--- src/acbt_pkg.sv ---
`default_nettype none

package acbt_pkg;

    localparam int ACBT_NODE_W    = 16;
    localparam int ACBT_NODES     = 1 << ACBT_NODE_W;
    localparam int ACBT_ALT_W     = 32;
    localparam int ACBT_LIMIT_W   = ACBT_ALT_W + 1;
    localparam int ACBT_MODE_W    = 2;
    localparam int ACBT_CFG_IDX_W = 1;
    localparam int ACBT_LEVELS    = 17;

    localparam logic [ACBT_CFG_IDX_W-1:0] REG_ROOT_NODE  = ACBT_CFG_IDX_W'(0);
    localparam logic [ACBT_CFG_IDX_W-1:0] REG_NODE_COUNT = ACBT_CFG_IDX_W'(1);

    typedef enum logic [ACBT_MODE_W-1:0] {
        MODE_LOAD  = 2'd0,
        MODE_BUILD = 2'd1,
        MODE_QUERY = 2'd2,
        MODE_NONE  = 2'd3
    } t_mode;

    typedef enum logic [3:0] {
        ST_CLEAR,
        ST_IDLE,
        ST_LOAD,
        ST_B_INIT,
        ST_B_RD1,
        ST_B_RD2,
        ST_B_WR,
        ST_Q_ALT,
        ST_Q_LIM,
        ST_Q_TGT,
        ST_Q_CMP,
        ST_Q_DONE
    } t_state;

    typedef enum logic [1:0] {
        TBL_BUILD_V,
        TBL_BUILD_MID,
        TBL_QUERY,
        TBL_QUERY_NEXT
    } t_tbl_sel;

    typedef enum logic {
        ALT_S,
        ALT_TGT
    } t_alt_sel;

    typedef struct packed {
        logic     clr_step;
        logic     capture;
        logic     load;
        logic     root_wr;
        logic     b_next;
        logic     lim_ld;
        logic     tgt_ld;
        logic     s_step;
        logic     out_load;
        t_tbl_sel tbl_sel;
        t_alt_sel alt_sel;
    } t_cmd;

    typedef struct packed {
        logic clr_last;
        logic build_last;
        logic lvl_zero;
    } t_sts;

endpackage

`default_nettype wire

--- src/acbt_ctrl.sv ---
`default_nettype none

module acbt_ctrl (
    input  wire logic                             i_clk,
    input  wire logic                             i_rst_n,
    input  wire logic                             i_item_valid,
    input  wire logic [acbt_pkg::ACBT_MODE_W-1:0] i_item_mode,
    input  wire logic                             i_out_ready,
    input  wire acbt_pkg::t_sts                   i_sts,
    output logic                                  o_item_ready,
    output logic                                  o_out_valid,
    output acbt_pkg::t_cmd                        o_cmd
);
    import acbt_pkg::*;

    t_state r_state;
    t_state n_state;
    logic   r_out_valid;
    logic   n_out_valid;
    logic   w_out_free;

    always_ff @(posedge i_clk) begin
        if (!i_rst_n) begin
            r_state     <= ST_CLEAR;
            r_out_valid <= 1'b0;
        end else begin
            r_state     <= n_state;
            r_out_valid <= n_out_valid;
        end
    end

    always_comb begin
        n_state        = r_state;
        o_cmd          = '0;
        o_cmd.tbl_sel  = TBL_QUERY;
        o_cmd.alt_sel  = ALT_S;
        o_item_ready   = 1'b0;
        w_out_free     = !r_out_valid || i_out_ready;

        unique case (r_state)
            ST_CLEAR: begin
                o_cmd.clr_step = 1'b1;
                if (i_sts.clr_last) begin
                    n_state = ST_IDLE;
                end
            end
            ST_IDLE: begin
                o_item_ready = 1'b1;
                if (i_item_valid) begin
                    o_cmd.capture = 1'b1;
                    unique case (t_mode'(i_item_mode))
                        MODE_LOAD:  n_state = ST_LOAD;
                        MODE_BUILD: n_state = ST_B_INIT;
                        MODE_QUERY: n_state = ST_Q_ALT;
                        MODE_NONE:  n_state = ST_IDLE;
                        default:    n_state = ST_IDLE;
                    endcase
                end
            end
            ST_LOAD: begin
                o_cmd.load = 1'b1;
                n_state    = ST_IDLE;
            end
            ST_B_INIT: begin
                o_cmd.root_wr = 1'b1;
                n_state       = ST_B_RD1;
            end
            ST_B_RD1: begin
                o_cmd.tbl_sel = TBL_BUILD_V;
                n_state       = ST_B_RD2;
            end
            ST_B_RD2: begin
                o_cmd.tbl_sel = TBL_BUILD_MID;
                n_state       = ST_B_WR;
            end
            ST_B_WR: begin
                o_cmd.b_next = 1'b1;
                n_state      = i_sts.build_last ? ST_IDLE : ST_B_RD1;
            end
            ST_Q_ALT: begin
                o_cmd.alt_sel = ALT_S;
                n_state       = ST_Q_LIM;
            end
            ST_Q_LIM: begin
                o_cmd.lim_ld  = 1'b1;
                o_cmd.tbl_sel = TBL_QUERY;
                n_state       = ST_Q_TGT;
            end
            ST_Q_TGT: begin
                o_cmd.tgt_ld  = 1'b1;
                o_cmd.alt_sel = ALT_TGT;
                n_state       = ST_Q_CMP;
            end
            ST_Q_CMP: begin
                o_cmd.s_step  = 1'b1;
                o_cmd.tbl_sel = i_sts.lvl_zero ? TBL_QUERY : TBL_QUERY_NEXT;
                n_state       = i_sts.lvl_zero ? ST_Q_DONE : ST_Q_TGT;
            end
            ST_Q_DONE: begin
                if (w_out_free) begin
                    o_cmd.out_load = 1'b1;
                    n_state        = ST_IDLE;
                end
            end
            default: begin
                n_state = ST_IDLE;
            end
        endcase

        if (o_cmd.out_load) begin
            n_out_valid = 1'b1;
        end else if (i_out_ready) begin
            n_out_valid = 1'b0;
        end else begin
            n_out_valid = r_out_valid;
        end
    end

    assign o_out_valid = r_out_valid;

endmodule

`default_nettype wire

--- config.mk ---
export PLATFORM = sky130hd
export DESIGN_NAME = acbt_ctrl
export DESIGN_NICKNAME = d
export VERILOG_FILES = /design/src/acbt_pkg.sv /design/src/acbt_ctrl.sv
export SDC_FILE = /design/constraint.sdc
export NUM_CORES = 1
export LEC_CHECK = 0
export BUFFER_PORTS_ARGS = -buffer_cell sky130_fd_sc_hd__buf_2
export CORE_AREA = 2 2 39 41
export DETAILED_ROUTE_END_ITERATION = 8
export DIE_AREA = 0 0 41 43
export MAX_ROUTING_LAYER = met4
export SETUP_SLACK_MARGIN = 0.05
export SYNTH_ARGS = -nofsm -noshare
export SYNTH_HDL_FRONTEND = slang
export SYNTH_SLANG_ARGS = --single-unit
--- constraint.sdc ---
create_clock -name i_clk -period 1.7 [get_ports i_clk]
set_input_delay 0.255 -clock i_clk [delete_from_list [all_inputs] [get_ports i_clk]]
set_output_delay 0.255 -clock i_clk [all_outputs]
set_load 0.005 [all_outputs]
==> results of run 1 <==
[worst min path at each step]
stage	start	end	slack, ns
after CTS	i_rst_n	o_out_valid	0.29
final	i_rst_n	r_state[3]	0.29
after global routing	i_rst_n	r_state[3]	0.28
after floorplan	i_rst_n	o_out_valid	0.37
after detailed placement	i_rst_n	o_out_valid	0.53
after global placement	i_rst_n	o_out_valid	0.53
[routing by layer]
layer / up-vias / global-route usage / wire length (microns)
met4: 0 / 0.0800 / 0
met2: 15 / 0.209 / 554
met5: - / - / 0
met3: 0 / 0.0628 / 54
met1: 230 / 0.168 / 474
li1: 281 / - / -
[sequential cells by signal, indices dropped and copies added, names as in the netlist]
register,flops
r_state,4
o_out_valid,1
[repair_timing]
| item | in CTS | in global routing |
|---|---|---|
| pin swaps | 0 | 0 |
| setup endpoints to repair | 2 | 2 |
| cloned | 0 | 0 |
| gates resized for setup | 2 | 5 |
[cell families after synthesis]
family,count (synthesis)
AO/OA/AOI/OAI,21
buffers and inverters,11
flip-flops,5
multiplexers,2
AND/OR/NAND/NOR,27
[stage by stage]
step / setup WS [ns] / hold WS, ns
after floorplan: 0.508 / 0.373
after global placement: 0.249 / 0.527
after detailed placement: 0.236 / 0.532
after CTS: 0.0618 / 0.285
after global routing: 0.0508 / 0.285
final: 0.125 / 0.288
[power by group]
part / leakage, nW / switching (mW) / internal (mW)
registers: 0.0430 / 0.0110 / 0.120
clock network: 0.0150 / 0.0476 / 0.0887
logic: 0.206 / 0.0267 / 0.0261
total: 0.264 / 0.0853 / 0.234
[layout make-up]
| cell class | count | area [sq um] | share of cell area |
|---|---|---|---|
| Clock buffer | 4 | 26.3 | 0.0441 |
| Inverter | 5 | 18.8 | 0.0315 |
| Multi-Input combinational cell | 50 | 303 | 0.508 |
| Sequential cell | 5 | 110 | 0.185 |
| Tap cell | 16 | 20.0 | 0.0336 |
| Timing Repair Buffer | 23 | 118 | 0.197 |
[placed cells by master (no fill, tap or decap), drive strengths merged]
cell     count
buf         23
o21ai        9
nor2         7
nand2        6
nor3         5
inv          5
dfxtp        5
clkbuf       4
a21oi        3
nor2b        2
nand3        2
nand2b       2
or3          1
o31ai        1
and2         1
mux2i        1
a221oi       1
mux2         1
o22ai        1
o311a        1
a31o         1
a2111oi      1
o21a         1
nand3b       1
a311oi       1
a31oi        1
==> summary.md, run 1 <==
| Metric | Value |
|---|---|
| Post-DRT Antenna Nets | 0 |
| RSZ-0062 raised after global routing | false |
| Setup crit end | o_cmd[1] |
| Layout cells sized above 1 | 0.414 |
| Cell family with most CP delay | simple AND/OR/NAND/NOR gates |
| DIE HEIGHT | 43 microns |
| HPWL Detailed | 877 microns |
| PwrDens | 537 nW/um^2 |
| #FFs+latches synth | 5 |
| EDFF count, synth | 0 |
| Pin count of the biggest net entering global routing | 18 |
| Area Growth Syn to Fin | 25.3% |
| Total Routing Usage GR | 0.147 |
| Multiplexer share of the synthesized area | 0.0447 |
| Slowest stage cell, crit path | dfxtp_2 |
| Mapped Cells | 66 |
| CTS tree | built |
| Worst Tran Pin Value | 0.293 ns |
| Synth Area in Compound Gates | 0.300 |
| Syn_nets | 75 |
| Hold-fix buffers, CTS | 0 |
| Final Instance Area | 596 sq um |
| Initial DRC Count | 15 |
| Vias | 526 |
| Seq/Total Area, Yosys | 0.211 |
| Max Fclk | 635 MHz |
| Async SR Flop Fraction | 0 |
| CP Launch Point | r_state[2] |
| Slew margin rel. | 0.803 |
| Final hold violations | 0 |
| Req. time, crit path | 1.44 ns |
| Core area | 1380 sq um |
| First-pass GRT wire length | 1690 microns |
| Top_reg_cell synth | dfxtp_1 |
| GR Overflow Total | 0 |
| Fin nets | 97 |
| Total CTS buffers | 3 |
| Synth top area share | 0.211 |
| RR Endpoint | r_state[2] |
| Setup Fix Bufs, Post-CTS | 0 |
| # clock sinks | 5 |
| Status | complete, no violations |
| Pre-Repair DR Iteration Count | 4 |
| Crit share post-route | 0.926 |
| Final setup vio count | 0 |
| Initial antenna violation count | 0 |
| Fill count | 144 |
| MaxCap Viol Count | 0 |
| XOR/XNOR Fraction of Synth Area | 0 |
| Ys Warns | 0 |
| Die Span X | 41 microns |
| Port Buf Inserts | 22 |
| Top-count cell post-synth | nor2_1 |
| CTS HTree Levels | 1 |
| Synth top cells by count | 7 x nor2_1, 6 x o21ai_0, 5 x dfxtp_1, 5 x nand2_1, 5 x nor3_1 |
| Critical R2R Launch | r_state[3] |
| Total power | 0.320 mW |
| Mapped Area | 475 sq um |
| WL final | 1080 microns |
| Cell Rows | 14 |
| DR WL/cell | 10.5 microns |
| Worst hold path stage count | 2 |
| # diodes | 0 |
| Ports | 23 |
| Adder-cell share of the synthesized area | 0 |
| Stages on the worst setup path | 4 |
| Hold crit path type | primary input to flip-flop |
| Final Util | 0.430 |
| Final max-slew violation count | 0 |
| Placer Congestion | 0.823 |
| Final Skew | 0.00863 ns |
| Via-to-Cell Ratio | 5.11 |
| Setup TNS | 0 ns |
| Main combinational cell family by area after synthesis | compound AO/OA/AOI/OAI gates |
| Placed Instances | 99 |
| Clock Root Buffer | clkbuf_4 |
| Avg Cell Area, Syn | 7.20 sq um |
| DRC | 0 |
| Area after DPL | 559 sq um |
| Yosys top cell by area | dfxtp_1 |
| Buf/Inv on CP | 1 |
| Clock Latency Late Sink | 0.24 ns |
| Starting density of the core | 0.344 |
| CP Cell Sequence | nand2b_4, or3_1, o31ai_1, buf_2 |
| CP Class | flip-flop to primary output |
| Synth area leaders | dfxtp_1 21%, buf_6 7.1%, o21ai_0 6.3%, nor2_1 5.5%, nor3_1 5.3% |
| Vias in the first global route | 423 |
| Final Non-Filler Cells | 103 |
| Leakage power | 0.264 nW |
| CP peak stage delay | 0.36 ns |
| Worst-case clock buffer depth | 2 |
| Reg-to-reg slack, setup | 0.48 ns |
| Worst-path maximum fanout | 8 |
| Minimum clock period | 1.57 ns |
| Worst IR drop on VDD | 220 uV |
| Crit start category | flip-flop |
| WP data arrival | 1.32 ns |
| Post-synthesis simple-gate area fraction | 0.292 |
| Die ar. | 1760 sq um |
| Setup crit end kind | primary output |
| Cell variety after synth | 32 |
| Clk pin slew, worst setup/hold paths | 0.05 ns |
| FF-to-FF path depth | 5 |
(Power assumes the default switching activity.)
==> run 2: changes to the inputs <==
--- a/config.mk
+++ b/config.mk
@@ -5,10 +5,10 @@
 export SDC_FILE = /design/constraint.sdc
 export NUM_CORES = 1
 export LEC_CHECK = 0
-export BUFFER_PORTS_ARGS = -buffer_cell sky130_fd_sc_hd__buf_2
 export CORE_AREA = 2 2 39 41
 export DETAILED_ROUTE_END_ITERATION = 8
 export DIE_AREA = 0 0 41 43
+export DONT_BUFFER_PORTS = 1
 export MAX_ROUTING_LAYER = met4
 export SETUP_SLACK_MARGIN = 0.05
 export SYNTH_ARGS = -nofsm -noshare
==> run 2 against run 1 <==
Against the previous run:
- via count shrank 15%
- clock skew is 0.0079 ns lower
- flip-flop and latch count unchanged
- first-iteration DRC count decreased by 40%
- wire length shrank 3.4%
- total power is 6.8% lower
- clock power decreased by 4%
- worst hold slack lost 0.14 ns
- combinational power shrank 33%
- count of clock-buffer cells in the layout stayed put
- final area decreased by 20%
- non-clock buffer count down 23
==> summary.md, run 2 (same netlist as run 1, synthesis figures left out) <==
| Metric | Value |
|---|---|
| Status | complete, no violations |
| Total Routing Usage GR | 0.130 (-0.0178) |
| Vias in the first global route | 353 (-17%) |
| HPWL Detailed | 805 microns (-8.3%) |
| Clock Latency Late Sink | 0.23 ns (about the same) |
| Worst-path maximum fanout | 8 (unchanged) |
| Placer Congestion | 0.675 (-18%) |
| Clk pin slew, worst setup/hold paths | 0.04 ns (about the same) |
| Port Buf Inserts | 0 (-100%) |
| Reg-to-reg slack, setup | 0.46 ns (-0.02 ns) |
| RSZ-0062 raised after global routing | false |
| Internal power | 0.225 mW (-4.0%) |
| Post-DRT Antenna Nets | 0 (unchanged) |
| Fill count | 161 (+12%) |
| Worst IR drop on VDD | 245 uV (+12%) |
| FF/Latch Area | 104 sq um (-5.7%) |
| Area of the multi-input gates | 305 sq um (+0.83%) |
| Setup Fix Bufs, Post-CTS | 0 (unchanged) |
| Cell Rows | 14 (unchanged) |
| Final Non-Filler Cells | 80 (-22%) |
| Pin count of the biggest net entering global routing | 18 (unchanged) |
| Gates resized, CTS repair | 2 (unchanged) |
| Req. time, crit path | 1.44 ns (about the same) |
| FF-to-FF path depth | 3 (-2) |
| Area Growth Syn to Fin | -0.263% |
| Flop pwr share | 0.443 (+0.035) |
| WP data arrival | 1.25 ns (-0.07 ns) |
| Worst hold margin | 0.144 ns (-0.144 ns) |
| Slew margin rel. | 0.812 (+0.00884) |
| Core area | 1380 sq um (unchanged) |
| Final Skew | 0.000709 ns (-0.00792 ns) |
| DR WL/cell | 13.1 microns (+24%) |
| Worst hold path stage count | 1 (-1) |
| First-pass GRT wire length | 1500 microns (-11%) |
| # diodes | 0 (unchanged) |
| Initial DRC Count | 9 (-6) |
| Setup crit end kind | primary output |
| Max reg flops | 4 (unchanged) |
| Most frequent cells in the layout | 6 x nor2_1, 6 x o21ai_0, 5 x nand2_1, 5 x nor3_1, 4 x inv_1 |
| Minimum clock period | 1.51 ns (-0.0664 ns) |
| Gate power share | 0.119 (-0.046) |
| Switching part of the total power | 0.245 (-0.0220) |
| GR Overflow Total | 0 (unchanged) |
| CP Class | flip-flop to primary output |
| Total CTS buffers | 3 (unchanged) |
| Reg with most FFs | r_state |
| Pre-CTS setup slack | 0.273 ns (+0.0372 ns) |
| Crit share post-route | 0.887 (-0.0391) |
| Die ar. | 1760 sq um (unchanged) |
| Ports | 23 (unchanged) |
| Setup TNS | 0 ns (unchanged) |
| Die Span X | 41 microns (unchanged) |
| RR Endpoint | r_state[2] |
| Hold crit path type | primary input to flip-flop |
| Initial antenna violation count | 0 (unchanged) |
| MaxCap Viol Count | 0 (unchanged) |
| DIE HEIGHT | 43 microns (unchanged) |
| # clock sinks | 5 (unchanged) |
| PwrDens | 628 nW/um^2 (+17%) |
| Total power | 0.298 mW (-6.8%) |
| Final setup vio count | 0 (unchanged) |
| Via-to-Cell Ratio | 5.56 (+8.9%) |
| Final hold violations | 0 (unchanged) |
| Critical R2R Launch | r_state[0] |
| Fin nets | 74 (-24%) |
| Vias | 445 (-15%) |
| Worst-case clock buffer depth | 2 (unchanged) |
| Crit start category | flip-flop |
| Placed Instances | 76 (-23%) |
| Hold-fix buffers, CTS | 0 (unchanged) |
| Final WS setup | 0.192 ns (+0.0664 ns) |
| Clock Power Share | 0.439 (+0.013) |
| Net Switching | 0.0729 mW (-14%) |
| Leakage power | 0.155 nW (-41%) |
| CTS HTree Levels | 1 (unchanged) |
| WL final | 1050 microns (-3.4%) |
| Max Fclk | 663 MHz (+4.4%) |
| DRC | 0 (unchanged) |
| Hold path endpoint | r_state[3] |
| CTS tree | built |
| Layout cells sized above 1 | 0.188 (-0.226) |
| Pre-Repair DR Iteration Count | 4 (unchanged) |
| Clock Root Buffer | clkbuf_4 |
| Worst Tran Pin Value | 0.280 ns (-0.0131 ns) |
| Starting density of the core | 0.344 (unchanged) |
| Final max-slew violation count | 0 (unchanged) |
| Min-delay src | i_rst_n |
run 2: stage by stage:
| stage | utilization | cell area, sq um |
|---|---|---|
| 2_1_floorplan | - | 475 |
| 3_3_place_gp | 0.319 | 442 |
| 5_1_grt | 0.343 | 474 |
| 3_5_place_dp | 0.319 | 442 |
| 4_1_cts | 0.340 | 470 |
| 6_report | 0.343 | 474 |
run 2: cell type report:
| type | count | share of cell area |
|---|---|---|
| multi-input combinational | 50 | 0.644 |
| sequential | 5 | 0.219 |
| clock buffer | 4 | 0.0554 |
| tap | 16 | 0.0422 |
| inverter | 5 | 0.0396 |
run 2: layer usage:
| metal | vias up | routed length [microns] | global-route usage |
|---|---|---|---|
| met1 | 204 | 398 | 0.145 |
| li1 | 230 | - | - |
| met2 | 9 | 594 | 0.188 |
| met5 | - | 0 | - |
| met4 | 0 | 10 | 0.100 |
| met3 | 2 | 43 | 0.0314 |
run 2: power by group through the flow:
stage,logic (mW),clock network (mW),registers [mW]
CTS,0.0343,0.139,0.132
finish,0.0353,0.131,0.132
floorplan,0.0470,0,0.124
detailed placement,0.0343,0,0.133
global route,0.0409,0.151,0.133
global placement,0.0344,0,0.133
run 2: worst max-delay path, cell delays in order, from the launching register on:
cell      delay (ns)
dfxtp_1         0.38
nand2b_4        0.20
or3_1           0.35
o31ai_1         0.09
run 2: worst max path at each step:
stage | slack (ns) | endpoint | from | cells after the start
5_1_grt | 0.08 | o_cmd[10] | r_state[2] | 4
4_1_cts | 0.07 | o_cmd[1] | r_state[1] | 3
3_5_place_dp | 0.27 | r_state[2] | r_state[0] | 3
2_1_floorplan | 0.51 | o_cmd[1] | r_state[2] | 3
6_report | 0.19 | o_cmd[1] | r_state[2] | 3
3_3_place_gp | 0.30 | o_cmd[10] | r_state[0] | 3
==> run 3: changes to the inputs <==
--- a/config.mk
+++ b/config.mk
@@ -10,6 +10,7 @@
 export DIE_AREA = 0 0 41 43
 export DONT_BUFFER_PORTS = 1
 export MAX_ROUTING_LAYER = met4
+export PLACE_DENSITY = 0.57
 export SETUP_SLACK_MARGIN = 0.05
 export SYNTH_ARGS = -nofsm -noshare
 export SYNTH_HDL_FRONTEND = slang
==> run 3 against run 2 <==
Against the previous run:
- final cell count increased by 1.3%
- total power is 4.0% higher
- sequential share of layout area shrank 0.23 points
- critical path type unchanged
- non-clock buffer count is 1 higher
- highest routed layer unchanged
==> summary.md, run 3 (same netlist as run 1, synthesis figures left out) <==
| Metric | Value |
|---|---|
| Status | complete, no violations |
| Req. time, crit path | 1.44 ns (about the same) |
| Crit share post-route | 0.906 (+0.0188) |
| Minimum clock period | 1.54 ns (+0.0319 ns) |
| CTS tree | built |
| Post-DRT Antenna Nets | 0 (unchanged) |
| Placer Congestion | 0.752 (+11%) |
| Via-to-Cell Ratio | 5.47 (-1.7%) |
| Vias | 443 (-0.45%) |
| Die ar. | 1760 sq um (unchanged) |
| Max Fclk | 649 MHz (-2.1%) |
| Vias in the first global route | 393 (+11%) |
| Worst-path maximum fanout | 8 (unchanged) |
| Area Growth Syn to Fin | 0.790% |
| # diodes | 0 (unchanged) |
| HPWL Detailed | 865 microns (+7.5%) |
| Worst hold margin | 0.126 ns (-0.0173 ns) |
| Worst IR drop on VDD | 266 uV (+8.6%) |
| Fill count | 148 (-8.1%) |
| WL final | 1140 microns (+9.2%) |
| Hold path endpoint | r_state[0] |
| Setup TNS | 0 ns (unchanged) |
| Initial antenna violation count | 0 (unchanged) |
| Worst hold path stage count | 2 (+1) |
| Clock Root Buffer | clkbuf_4 |
| Starting density of the core | 0.344 (unchanged) |
| Final hold violations | 0 (unchanged) |
| Setup crit end kind | primary output |
| Commonest non-fill, non-tap cell in the layout | nor2_1 |
| Min-delay src | i_rst_n |
| Area of the multi-input gates | 303 sq um (-0.82%) |
| Pin count of the biggest net entering global routing | 18 (unchanged) |
| Final setup vio count | 0 (unchanged) |
| Reg with most FFs | r_state |
| Cell Rows | 14 (unchanged) |
| Final Instance Area | 479 sq um (+1.1%) |
| Total Routing Usage GR | 0.151 (+0.0218) |
| Slew margin rel. | 0.813 (+0.00178) |
| PwrDens | 646 nW/um^2 (+2.9%) |
| Clk pin slew, worst setup/hold paths | 0.05 ns (about the same) |
| DIE HEIGHT | 43 microns (unchanged) |
| MaxCap Viol Count | 0 (unchanged) |
| Total CTS buffers | 3 (unchanged) |
| RR Endpoint | r_state[3] |
| Worst Tran Pin Value | 0.278 ns (-0.00210 ns) |
| Critical R2R Launch | r_state[0] |
| Crit start category | flip-flop |
| Port Buf Inserts | 0 (unchanged) |
| DR WL/cell | 14.1 microns (+7.8%) |
| RSZ-0062 raised after global routing | false |
| Layout cells sized above 1 | 0.185 (-0.00288) |
| FF/Latch Area | 104 sq um (unchanged) |
| Leakage power | 0.161 nW (+3.6%) |
| Pre-Repair DR Iteration Count | 4 (unchanged) |
| Most frequent cells in the layout | 7 x nor2_1, 6 x o21ai_0, 5 x nand2_1, 5 x nor3_1, 4 x inv_1 |
| Final Skew | 0.0119 ns (+0.0112 ns) |
| CP Class | flip-flop to primary output |
| CTS HTree Levels | 1 (unchanged) |
| First-pass GRT wire length | 1730 microns (+15%) |
| Initial DRC Count | 8 (-1) |
| FF-to-FF path depth | 2 (-1) |
| Total power | 0.310 mW (+4.0%) |
| Final Util | 0.346 (+0.00362) |
| Max reg flops | 4 (unchanged) |
| DRC | 0 (unchanged) |
| Hold crit path type | primary input to flip-flop |
| Worst-case clock buffer depth | 2 (unchanged) |
| WP data arrival | 1.29 ns (+0.04 ns) |
| # clock sinks | 5 (unchanged) |
| Fin nets | 75 (+1.4%) |
| Final max-slew violation count | 0 (unchanged) |
| Die Span X | 41 microns (unchanged) |
| Area after DPL | 449 sq um (+1.7%) |
| Clock Latency Late Sink | 0.25 ns (+0.02 ns) |
| GR Overflow Total | 0 (unchanged) |
| Reg-to-reg slack, setup | 0.45 ns (about the same) |
| Core area | 1380 sq um (unchanged) |
| Ports | 23 (unchanged) |
run 3: cell types whose count changed in the layout (fill, tap and decap cells not counted):
cell / previous run / this run
nor2_1: 6 / 7
buf_4: 0 / 1
nor2_2: 1 / 0
run 3: power by group:
group	total (mW)	internal (mW)	switching [mW]
clock	0.143	0.0891	0.0543
combinational	0.0347	0.0152	0.0195
sequential	0.132	0.121	0.0107
run 3: worst max-delay path, stage by stage (launching register included):
cell and delay [ns]:
dfxtp_1 0.47, inv_2 0.14, nand2_2 0.16, nor2_1 0.09
and2_1 0.17
run 3: layout make-up:
cell class                      instances  share of cell area
Timing Repair Buffer                    1              0.0157
Inverter                                5              0.0392
Clock buffer                            4              0.0548
Tap cell                               16              0.0418
Multi-Input combinational cell         50               0.632
Sequential cell                         5               0.217
run 3: how the worst max path moves through the flow:
stage / end / cells after the start / startpoint / slack (ns)
floorplan: o_cmd[1] / 3 / r_state[2] / 0.51
global placement: o_cmd[1] / 3 / r_state[1] / 0.31
detailed placement: o_cmd[10] / 3 / r_state[0] / 0.27
CTS: o_cmd[1] / 3 / r_state[3] / 0.14
global route: o_cmd[10] / 4 / r_state[2] / 0.05
finish: o_cmd[10] / 4 / r_state[2] / 0.16
run 3: stage by stage:
stage | setup WS (ns) | cells
2_1_floorplan | 0.508 | 66
3_3_place_gp | 0.307 | 77
3_5_place_dp | 0.271 | 77
4_1_cts | 0.143 | 81
5_1_grt | 0.0522 | 81
6_report | 0.160 | 81
run 3: per-layer routing:
layer	part of all wire	vias up	global-route usage
met5	0	-	-
met4	0.015	0	0.100
met3	0.049	2	0.0471
met2	0.50	11	0.216
met1	0.44	198	0.174
li1	-	232	-
run 3: timing repair:
action,CTS,global route
gates resized for setup,2,1
hold buffers,0,0
setup endpoints to repair,2,1
pin swaps,0,0
buffers inserted,0,0
